**config.mk**
```make
export PLATFORM = sky130hd
export DESIGN_NAME = fgmd_div
export DESIGN_NICKNAME = d
export VERILOG_FILES = /design/src/design/frame_grid_motion_detector_macros.svh /design/src/design/fgmd_div.sv
export SDC_FILE = /design/constraint.sdc
export NUM_CORES = 1
export LEC_CHECK = 0
export BUFFER_PORTS_ARGS = -buffer_cell sky130_fd_sc_hd__buf_2
export CAP_MARGIN = 5
export CORE_MARGIN = 4
export CORE_UTILIZATION = 35
export DETAILED_ROUTE_END_ITERATION = 7
export SETUP_SLACK_MARGIN = 0.15
export SLEW_MARGIN = 20
export SYNTH_ARGS = -nofsm -noshare
export SYNTH_HDL_FRONTEND = slang
export SYNTH_SLANG_ARGS = --single-unit
```
**constraint.sdc**
```tcl
create_clock -name i_clk -period 2.4 [get_ports i_clk]
set_clock_uncertainty 0.05 [all_clocks]
set_input_delay 0.72 -clock i_clk [delete_from_list [all_inputs] [get_ports i_clk]]
set_output_delay 0.72 -clock i_clk [all_outputs]
set_load 0.03 [all_outputs]
```
**src/design/frame_grid_motion_detector_macros.svh**
```systemverilog
// Assertion macros for the frame grid motion detector.
`ifndef FRAME_GRID_MOTION_DETECTOR_MACROS_SVH
`define FRAME_GRID_MOTION_DETECTOR_MACROS_SVH
`ifndef ASSERT_OFF
`define FGMD_ASSERT_IMPL(label, clk, rst_n, prop) \
    label: assert property (@(posedge clk) disable iff (!rst_n) prop) \
        else $error("assertion failed");
`define FGMD_ASSERT_NEVER(label, clk, rst_n, cond) \
    label: assert property (@(posedge clk) disable iff (!rst_n) !(cond)) \
        else $error("forbidden condition");
`else
`define FGMD_ASSERT_IMPL(label, clk, rst_n, prop)
`define FGMD_ASSERT_NEVER(label, clk, rst_n, cond)
`endif
`endif

```
**src/design/fgmd_div.sv**
```systemverilog
// Restoring divider: 15-bit sum by 7-bit count, one quotient bit a cycle.
module fgmd_div (
    input  logic        i_clk,
    input  logic        i_rst_n,
    input  logic        i_start,
    input  logic [14:0] i_num,
    input  logic [6:0]  i_den,
    output logic        o_done,
    output logic [7:0]  o_quot
);
    logic [14:0] r_q;
    logic [7:0]  r_rem;
    logic [6:0]  r_den;
    logic [3:0]  r_cnt;
    logic        r_busy;
    logic        r_done;
    logic [7:0]  w_trial;
    logic [7:0]  w_sub;

    assign w_trial = {r_rem[6:0], r_q[14]};
    assign w_sub   = w_trial - {1'b0, r_den};

    always_ff @(posedge i_clk) begin
        if (!i_rst_n) begin
            r_busy <= 1'b0;
            r_done <= 1'b0;
            r_cnt  <= 4'd0;
        end else begin
            r_done <= 1'b0;
            if (i_start) begin
                r_busy <= 1'b1;
                r_cnt  <= 4'd0;
            end else if (r_busy) begin
                r_cnt <= r_cnt + 4'd1;
                if (r_cnt == 4'd14) begin
                    r_busy <= 1'b0;
                    r_done <= 1'b1;
                end
            end
        end
    end

    always_ff @(posedge i_clk) begin
        if (i_start) begin
            r_q   <= i_num;
            r_rem <= 8'd0;
            r_den <= i_den;
        end else if (r_busy) begin
            if (w_trial >= {1'b0, r_den}) begin
                r_rem <= w_sub;
                r_q   <= {r_q[13:0], 1'b1};
            end else begin
                r_rem <= w_trial;
                r_q   <= {r_q[13:0], 1'b0};
            end
        end
    end

    // average never exceeds 255, a zero count yields zero
    assign o_done = r_done;
    assign o_quot = (r_den == 7'd0) ? 8'd0 : r_q[7:0];
endmodule

```
==> results of run 1 <==
## worst reg2reg max path: stages (launching register included)
cell and delay [ps]:
edfxtp_1 450, ha_2 230, fa_2 360, nand2b_1 170, a211o_1 270, and3_2 270, a311oi_2 270
## per-layer routing
layer / share of wire / global-route usage
met1: 0.45 / 0.144
met2: 0.49 / 0.195
met3: 0.053 / 0.0446
met4: 0.013 / 0.0395
met5: 0 / 0
## final cells by class
class | instances | area share
clock buffers | 6 | 0.0302
clock inverters | 2 | 0.00312
inverters | 13 | 0.0203
multi-input cells | 123 | 0.413
flip-flops and latches | 35 | 0.383
well taps | 72 | 0.0374
repair buffers | 40 | 0.113
## worst min path at each step
stage / startpoint / endpoint / slack [ps] / depth (start not counted)
after detailed placement: r_cnt[3] / o_done / 440 / 2
after global placement: r_cnt[3] / o_done / 440 / 2
after CTS: r_cnt[3] / o_done / 450 / 2
after floorplan: r_cnt[3] / o_done / 420 / 2
after global routing: r_cnt[3] / o_done / 460 / 2
final: r_cnt[3] / o_done / 450 / 2
## power groups by stage
stage / combinational [mW] / sequential [mW] / clock (mW)
6_report: 0.326 / 0.726 / 0.411
3_5_place_dp: 0.287 / 0.736 / 0
5_1_grt: 0.358 / 0.732 / 0.448
4_1_cts: 0.323 / 0.725 / 0.424
3_3_place_gp: 0.285 / 0.736 / 0
2_1_floorplan: 0.222 / 0.722 / 0
## repair_timing
item	CTS	global route
setup endpoints to repair	9	14
gates resized for setup	26	3
buffers inserted	1	1
pin swaps	10	0
## per-stage QoR
stage	worst slack, ps	instance area, µm²	power [mW]
floorplan	233	1990	0.945
global placement	234	2220	1.02
global route	-52.9	2410	1.54
detailed placement	189	2220	1.02
CTS	78.7	2390	1.47
finish	49.0	2410	1.46
## cell usage after synthesis, drive strengths merged, types with 5 or more instances
master and number:
nand2 7, edfxtp 22, mux2 14, inv 13, buf 6, nor2b 5
dfxtp 13, nor2 12, nor3b 6, and2 8, ha 9, nand4 5
o21ai 5
## sequential cells by signal, indices dropped and copies added, names as in the netlist
register  count
r_cnt         4
r_den         7
r_busy        1
r_rem         7
r_q          15
o_done        1
## logic make-up after synthesis
logic type / Yosys count
simple gates: 59
xor+xnor: 5
compound gates: 34
flops: 35
mux: 15
buf+inv: 22
fa+ha+maj: 10
==> results.json, run 1 <==
{
  "regArea_um2": 921,
  "gp_congestion": 0.747,
  "synth_edf_count": 22,
  "slew_headroom": 0.635,
  "final_util": 0.437,
  "reg2reg_to": "r_rem[2]",
  "yosys.area_share.simple": 0.167,
  "p_switching_uw": 407,
  "ys_seq_area_frac": 0.462,
  "routed_wl_um": 4030,
  "p_per_area_nw_per_um2": 608,
  "synth_fa_ha_area_frac": 0.0666,
  "diodes": 0,
  "crit_end": "o_quot[1]",
  "path_delay_family": "simple AND/OR/NAND/NOR gates",
  "mostFrequentLayoutCells": "buf_2, edfxtp_1, mux2_2",
  "cp_slowest_cell": "edfxtp_1",
  "ff2ff_path_depth": 6,
  "remaining_drc_errors": 0,
  "timing.final.crit_share": 0.980,
  "power.leakage_nw": 0.978,
  "nNetsFinal": 253,
  "syn_area_um2": 1990,
  "finalSetupViolCount": 0,
  "clkPwrFrac": 0.281,
  "dp_hpwl_um": 2860,
  "slowest_delay_ps": 430,
  "whs_ps": 448,
  "cts_buffers": 5,
  "multi_input_area_um2": 995,
  "start_kind": "flip-flop",
  "antenna_left": 0,
  "layout_commonest_cell": "buf_2",
  "cts-root-buf": "clkbuf_8",
  "antenna_found_initial": 0,
  "path_common_cell": "buf_6",
  "start_util": 0.362,
  "coreArea_um2": 5510,
  "cts_sinks": 35,
  "synthXorXnorAreaFrac": 0.0220,
  "cts.clk_slew.worst_paths_ps": 80,
  "wl_per_cell_um": 13.9,
  "grt_pass1_wl_um": 6730,
  "hp-class": "reg -> reg",
  "synthTopCellsByArea": "edfxtp_1, dfxtp_1, mux2_2",
  "max_freq_mhz": 425,
  "crit_chain": "nor4_2, nand4_1, buf_6, and2_4, buf_6",
  "hold_viol_final": 0,
  "grt_max_degree": 21,
  "status": "completed",
  "synth.area.mux_share": 0.0842,
  "final-max-slew-violation-count": 0,
  "grt_pass1_vias": 1432,
  "synth_top_cell_area_share": 0.332,
  "clk_path_buf_depth": 2,
  "r2r_slack_ps": 250,
  "grt_use_total": 0.119,
  "syn_to_final_growth_pct": 20.8,
  "io_buffers": 33,
  "viasPerCell": 5.02,
  "synth_seq_cells": 35,
  "row_count": 27,
  "endpoint_kind": "output pin",
  "p_seq_frac": 0.497,
  "ys.flop_type": "edfxtp_1",
  "cts_tree": "yes",
  "worstMarginPinSlew_ps": 546,
  "grt-ovfl-total": 0,
  "r2r_start": "r_den[0]",
  "drive_gt1_frac": 0.370,
  "worstSetupPathDepth": 5,
  "die-area_um2": 6960,
  "drv_cap": 0,
  "num_vias": 1462,
  "synthDistinctLibCells": 48,
  "clock_latency_ps": 290,
  "peakVddDrop_uv": 364,
  "first_pass_iters": 4,
  "die_w_um": 83.4,
  "ys_async_sr_fraction": 0,
  "fin_crit_ps": 2350,
  "syn_inst": 180,
  "crit_type": "reg -> out",
  "fin_cells": 291,
  "crit_start": "r_den[3]",
  "crit_buf_inv": 2,
  "critPathRequiredTime_ps": 1630,
  "p_int_mw": 1.06,
  "fillCellCount": 516,
  "synth_fp_nets": 215,
  "hold_buffers": 0,
  "switching_share": 0.278,
  "drt_first_iter_violations": 57,
  "ctsHtreeMaxLevel": 2,
  "synth-compound-area-share": 0.143,
  "combinationalPowerShare": 0.223,
  "grt_setup_unrepaired": "yes",
  "tns_ps": 0,
  "yosysTopAreaCell": "edfxtp_1",
  "synth_top_family_by_area": "simple AND/OR/NAND/NOR gates",
  "arrival_ps": 1580,
  "synth_warnings": 0,
  "ios": 34,
  "path_max_fanout": 8,
  "die_y_um": 83.4,
  "syn_area_per_cell_um2": 11.1,
  "dp_cells": 281
}
No activity file was read; power rests on OpenSTA's default activity.
==> run 2: changes to the inputs <==
- PLACE_DENSITY: not set -> 0.56
==> run 2 against run 1 <==
  * Wire length fell by 3.9%
  * Flip-flop and latch count is the same
  * Via count down 1.2%
  * Register-to-register slack better by 30 ps
  * Core utilization up 0.23 points
  * Cell count increased by 0.69%
  * Die area unchanged
==> results.json, run 2 (synthesis results as in run 1) <==
{
  "finalSetupViolCount": 0,
  "die-area_um2": 6960,
  "nNetsFinal": 255,
  "crit_type": "reg -> out",
  "drive_gt1_frac": 0.371,
  "grt-ovfl-total": 0,
  "cp_slowest_cell": "edfxtp_1",
  "num_vias": 1445,
  "path_delay_family": "simple AND/OR/NAND/NOR gates",
  "grt_pass1_wl_um": 6680,
  "viasPerCell": 4.93,
  "largest_reg_flops": 15,
  "path_common_cell": "buf_6",
  "setup_ws_ps": 114,
  "hold_buffers": 0,
  "hp-class": "reg -> reg",
  "dpl-instance-area_um2": 2230,
  "layout_commonest_cell": "buf_2",
  "antenna_found_initial": 0,
  "critPathRequiredTime_ps": 1630,
  "die_w_um": 83.4,
  "coreArea_um2": 5510,
  "hold_viol_final": 0,
  "grt_use_total": 0.117,
  "drv_cap": 0,
  "ios": 34,
  "max_freq_mhz": 437,
  "grt_setup_unrepaired": "yes",
  "row_count": 27,
  "p_per_area_nw_per_um2": 600,
  "fin_crit_ps": 2290,
  "clk_path_buf_depth": 2,
  "power_mw": 1.45,
  "final-max-slew-violation-count": 0,
  "ctsHtreeMaxLevel": 2,
  "cts.clk_slew.worst_paths_ps": 70,
  "peakVddDrop_uv": 342,
  "grt_pass1_vias": 1406,
  "worstMarginPinSlew_ps": 416,
  "status": "completed",
  "fin_area_um2": 2420,
  "power.leakage_nw": 0.989,
  "slowest_delay_ps": 400,
  "diodes": 0,
  "place_ws_ps": 198,
  "crit_buf_inv": 2,
  "gp_congestion": 0.777,
  "routed_wl_um": 3870,
  "tns_ps": 0,
  "largest_register": "r_q",
  "cts_buffers": 5,
  "die_y_um": 83.4,
  "io_buffers": 33,
  "cts-root-buf": "clkbuf_8",
  "wl_per_cell_um": 13.2,
  "cts_sinks": 35,
  "path_max_fanout": 8,
  "syn_to_final_growth_pct": 21.4,
  "drt_first_iter_violations": 50,
  "reg_top3": "r_q x15, r_den x7, r_rem x7",
  "fillCellCount": 531,
  "first_pass_iters": 4,
  "dp_hpwl_um": 2810,
  "remaining_drc_errors": 0,
  "endpoint_kind": "output pin",
  "mostFrequentLayoutCells": "buf_2, edfxtp_1, mux2_2",
  "antenna_left": 0,
  "crit_chain": "nor4_2, nand4_1, buf_6, and2_4, buf_6",
  "clock_latency_ps": 280,
  "start_kind": "flip-flop",
  "slew_headroom": 0.723,
  "final_util": 0.439,
  "cts_tree": "yes",
  "timing.final.crit_share": 0.953,
  "start_util": 0.362,
  "grt_max_degree": 20,
  "arrival_ps": 1520
}
[run 2: changes by cell type in the layout (fill, tap and decap cells not counted), sizes merged]
| cell | previous run | this run |
|---|---|---|
| buf | 40 | 42 |
[run 2: cell type report]
type | count | area (µm²) | share of cell area
inverters | 13 | 48.8 | 0.0202
flip-flops and latches | 35 | 921 | 0.381
well taps | 72 | 90.1 | 0.0372
clock inverters | 2 | 7.51 | 0.00310
repair buffers | 42 | 287 | 0.118
multi-input cells | 123 | 992 | 0.410
clock buffers | 6 | 72.6 | 0.0300
[run 2: worst register-to-register path, stage by stage, from the launching register on]
cell	delay, ps
edfxtp_1	410
ha_1	240
fa_2	350
nand2b_1	170
a211o_1	280
and3_2	270
a311oi_2	270
[run 2: worst paths after layout]
kind	start	end	slack, ps	depth (start not counted)
worst min register to register	r_cnt[3]	o_done	450	2
worst max-delay path	r_den[2]	o_quot[1]	110	5
worst min-delay path	r_cnt[3]	o_done	450	2
worst max register to register	r_den[0]	r_rem[2]	280	6
[run 2: power breakdown]
part | switching, mW | total (mW) | internal (mW)
Sequential | 0.0280 | 0.723 | 0.695
Combinational | 0.165 | 0.330 | 0.165
Clock | 0.202 | 0.400 | 0.198
[run 2: timing repair]
item                                    4_1_cts  5_1_grt
pin swaps                                    10        2
resized for setup                            26        3
endpoints found under the setup margin        8       15
buffers inserted                              2        1
[run 2: metrics by stage]
step	std cells	hold slack, ps
4_1_cts	292	457
6_report	293	453
3_5_place_dp	282	442
5_1_grt	293	484
3_3_place_gp	282	442
2_1_floorplan	180	417
[run 2: metal layers]
metal,up-vias,track usage,share of wire
met4,0,0.0307,0.0077
met1,671,0.154,0.47
met3,5,0.0397,0.058
li1,736,-,-
met5,-,0,0
met2,33,0.184,0.46
==> run 3: changes to the inputs <==
- CORE_UTILIZATION: 35 -> 25
- HOLD_SLACK_MARGIN: not set -> 0.1
- PLACE_DENSITY: 0.56 -> 0.44
==> run 3 against run 2 <==
  * Global-route usage down 2.4 points
  * Critical path depth up 1
  * Power up 2.8%
  * Cell area up 6.3%
  * Flip-flop and latch count unchanged
  * Non-clock buffer count up 1
  * Clock power up 3%
  * Core utilization down 11 points
  * Worst setup slack worse by 48 ps
  * Worst hold slack worse by 8.1 ps
  * Combinational power up 7.9%
  * Register-to-register slack worse by 90 ps
  * Largest cell class unchanged
  * Largest power group unchanged
==> results.json, run 3 (synthesis results as in run 1) <==
{
  "path_max_fanout": 8,
  "wl_per_cell_um": 13.2,
  "clock_latency_ps": 280,
  "remaining_drc_errors": 0,
  "antenna_left": 0,
  "start_util": 0.258,
  "critPathRequiredTime_ps": 1630,
  "cts_buffers": 5,
  "reg2reg_to": "r_rem[6]",
  "mostFrequentLayoutCells": "buf_2, edfxtp_1, mux2_2",
  "cts_sinks": 35,
  "ios": 34,
  "largest_reg_flops": 15,
  "reg_top3": "r_q x15, r_den x7, r_rem x7",
  "status": "completed",
  "fillCellCount": 800,
  "worstMarginPinSlew_ps": 467,
  "final-max-slew-violation-count": 0,
  "endpoint_kind": "output pin",
  "r2r_start": "r_den[0]",
  "drive_gt1_frac": 0.428,
  "hold_viol_final": 0,
  "die_w_um": 97.3,
  "power.leakage_nw": 1.02,
  "min_to": "o_done",
  "hp-class": "reg -> reg",
  "coreArea_um2": 7730,
  "layout_commonest_cell": "buf_2",
  "drv_cap": 0,
  "cts.clk_slew.worst_paths_ps": 70,
  "first_pass_iters": 5,
  "grt_pass1_wl_um": 7270,
  "num_vias": 1468,
  "antenna_found_initial": 0,
  "arrival_ps": 1560,
  "p_per_area_nw_per_um2": 581,
  "r2r_slack_ps": 190,
  "grt_max_degree": 19,
  "grt_pass1_vias": 1522,
  "routed_wl_um": 4290,
  "peakVddDrop_uv": 293,
  "largest_register": "r_q",
  "start_kind": "flip-flop",
  "die-area_um2": 9460,
  "regArea_um2": 921,
  "fin_crit_ps": 2330,
  "grt_setup_unrepaired": "yes",
  "dp_hpwl_um": 3100,
  "io_buffers": 33,
  "grt_use_total": 0.0927,
  "ff2ff_path_depth": 8,
  "syn_to_final_growth_pct": 29.0,
  "clk_path_buf_depth": 2,
  "diodes": 0,
  "die_y_um": 97.3,
  "final_util": 0.333,
  "gp_congestion": 0.736,
  "slew_headroom": 0.689,
  "viasPerCell": 4.53,
  "multi_input_area_um2": 1090,
  "ctsHtreeMaxLevel": 2,
  "place_ws_ps": 161,
  "drt_first_iter_violations": 54,
  "hold_path_startpoint": "r_cnt[3]",
  "hold_path_depth": 2,
  "grt-ovfl-total": 0,
  "max_freq_mhz": 428,
  "cts_tree": "yes",
  "row_count": 32,
  "finalSetupViolCount": 0,
  "timing.final.crit_share": 0.973,
  "crit_type": "reg -> out",
  "setup_ws_ps": 65.7,
  "nNetsFinal": 256,
  "hold_buffers": 0,
  "cts-root-buf": "clkbuf_8"
}
[run 3: power by group]
| group | internal [mW] | switching, mW | leakage [nW] |
|---|---|---|---|
| clock | 0.200 | 0.214 | 0.0426 |
| combinational | 0.177 | 0.179 | 0.648 |
| sequential | 0.695 | 0.0287 | 0.326 |
[run 3: timing repair]
item	in CTS	in global routing
setup endpoints to repair	8	16
resized for setup	27	20
setup buffers	2	1
pin swaps	10	8
[run 3: area by class of cell]
cell class / count / share of cell area
multi-input cells: 123 / 0.424
flip-flops and latches: 35 / 0.358
repair buffers: 43 / 0.117
well taps: 102 / 0.0497
clock buffers: 6 / 0.0282
inverters: 13 / 0.0190
clock inverters: 2 / 0.00341
[run 3: metal layers]
metal,global-route usage,share of wire
met5,0,0
met4,0.0256,0.0070
met3,0.0294,0.045
met2,0.152,0.47
met1,0.118,0.48
[run 3: worst max-delay path by stage]
stage	startpoint	end	slack (ps)	depth (start not counted)
after global routing	r_den[0]	o_quot[1]	-30	6
final	r_den[0]	o_quot[0]	70	6
after detailed placement	r_den[2]	o_quot[1]	160	4
after CTS	r_den[0]	o_quot[1]	100	5
after floorplan	r_den[0]	r_rem[0]	230	8
after global placement	r_den[3]	o_quot[1]	150	4
[run 3: per-stage QoR]
step                      std cells  total power, mW  hold slack (ps)  TNS [ps]  area [µm²]
after CTS                       323             1.49              447         0        2450
after detailed placement        313             1.03              436         0        2280
final                           324             1.49              445         0        2570
after floorplan                 180            0.945              417         0        1990
after global placement          313             1.03              440         0        2280
after global routing            324             1.58              482      -208        2570
[run 3: worst max-delay path, stage by stage, from the launching register on]
cell      delay (ps)
edfxtp_1         420
buf_4            160
nor4_2           140
nand4_1          140
buf_6            160
and2_4           130
buf_6            130
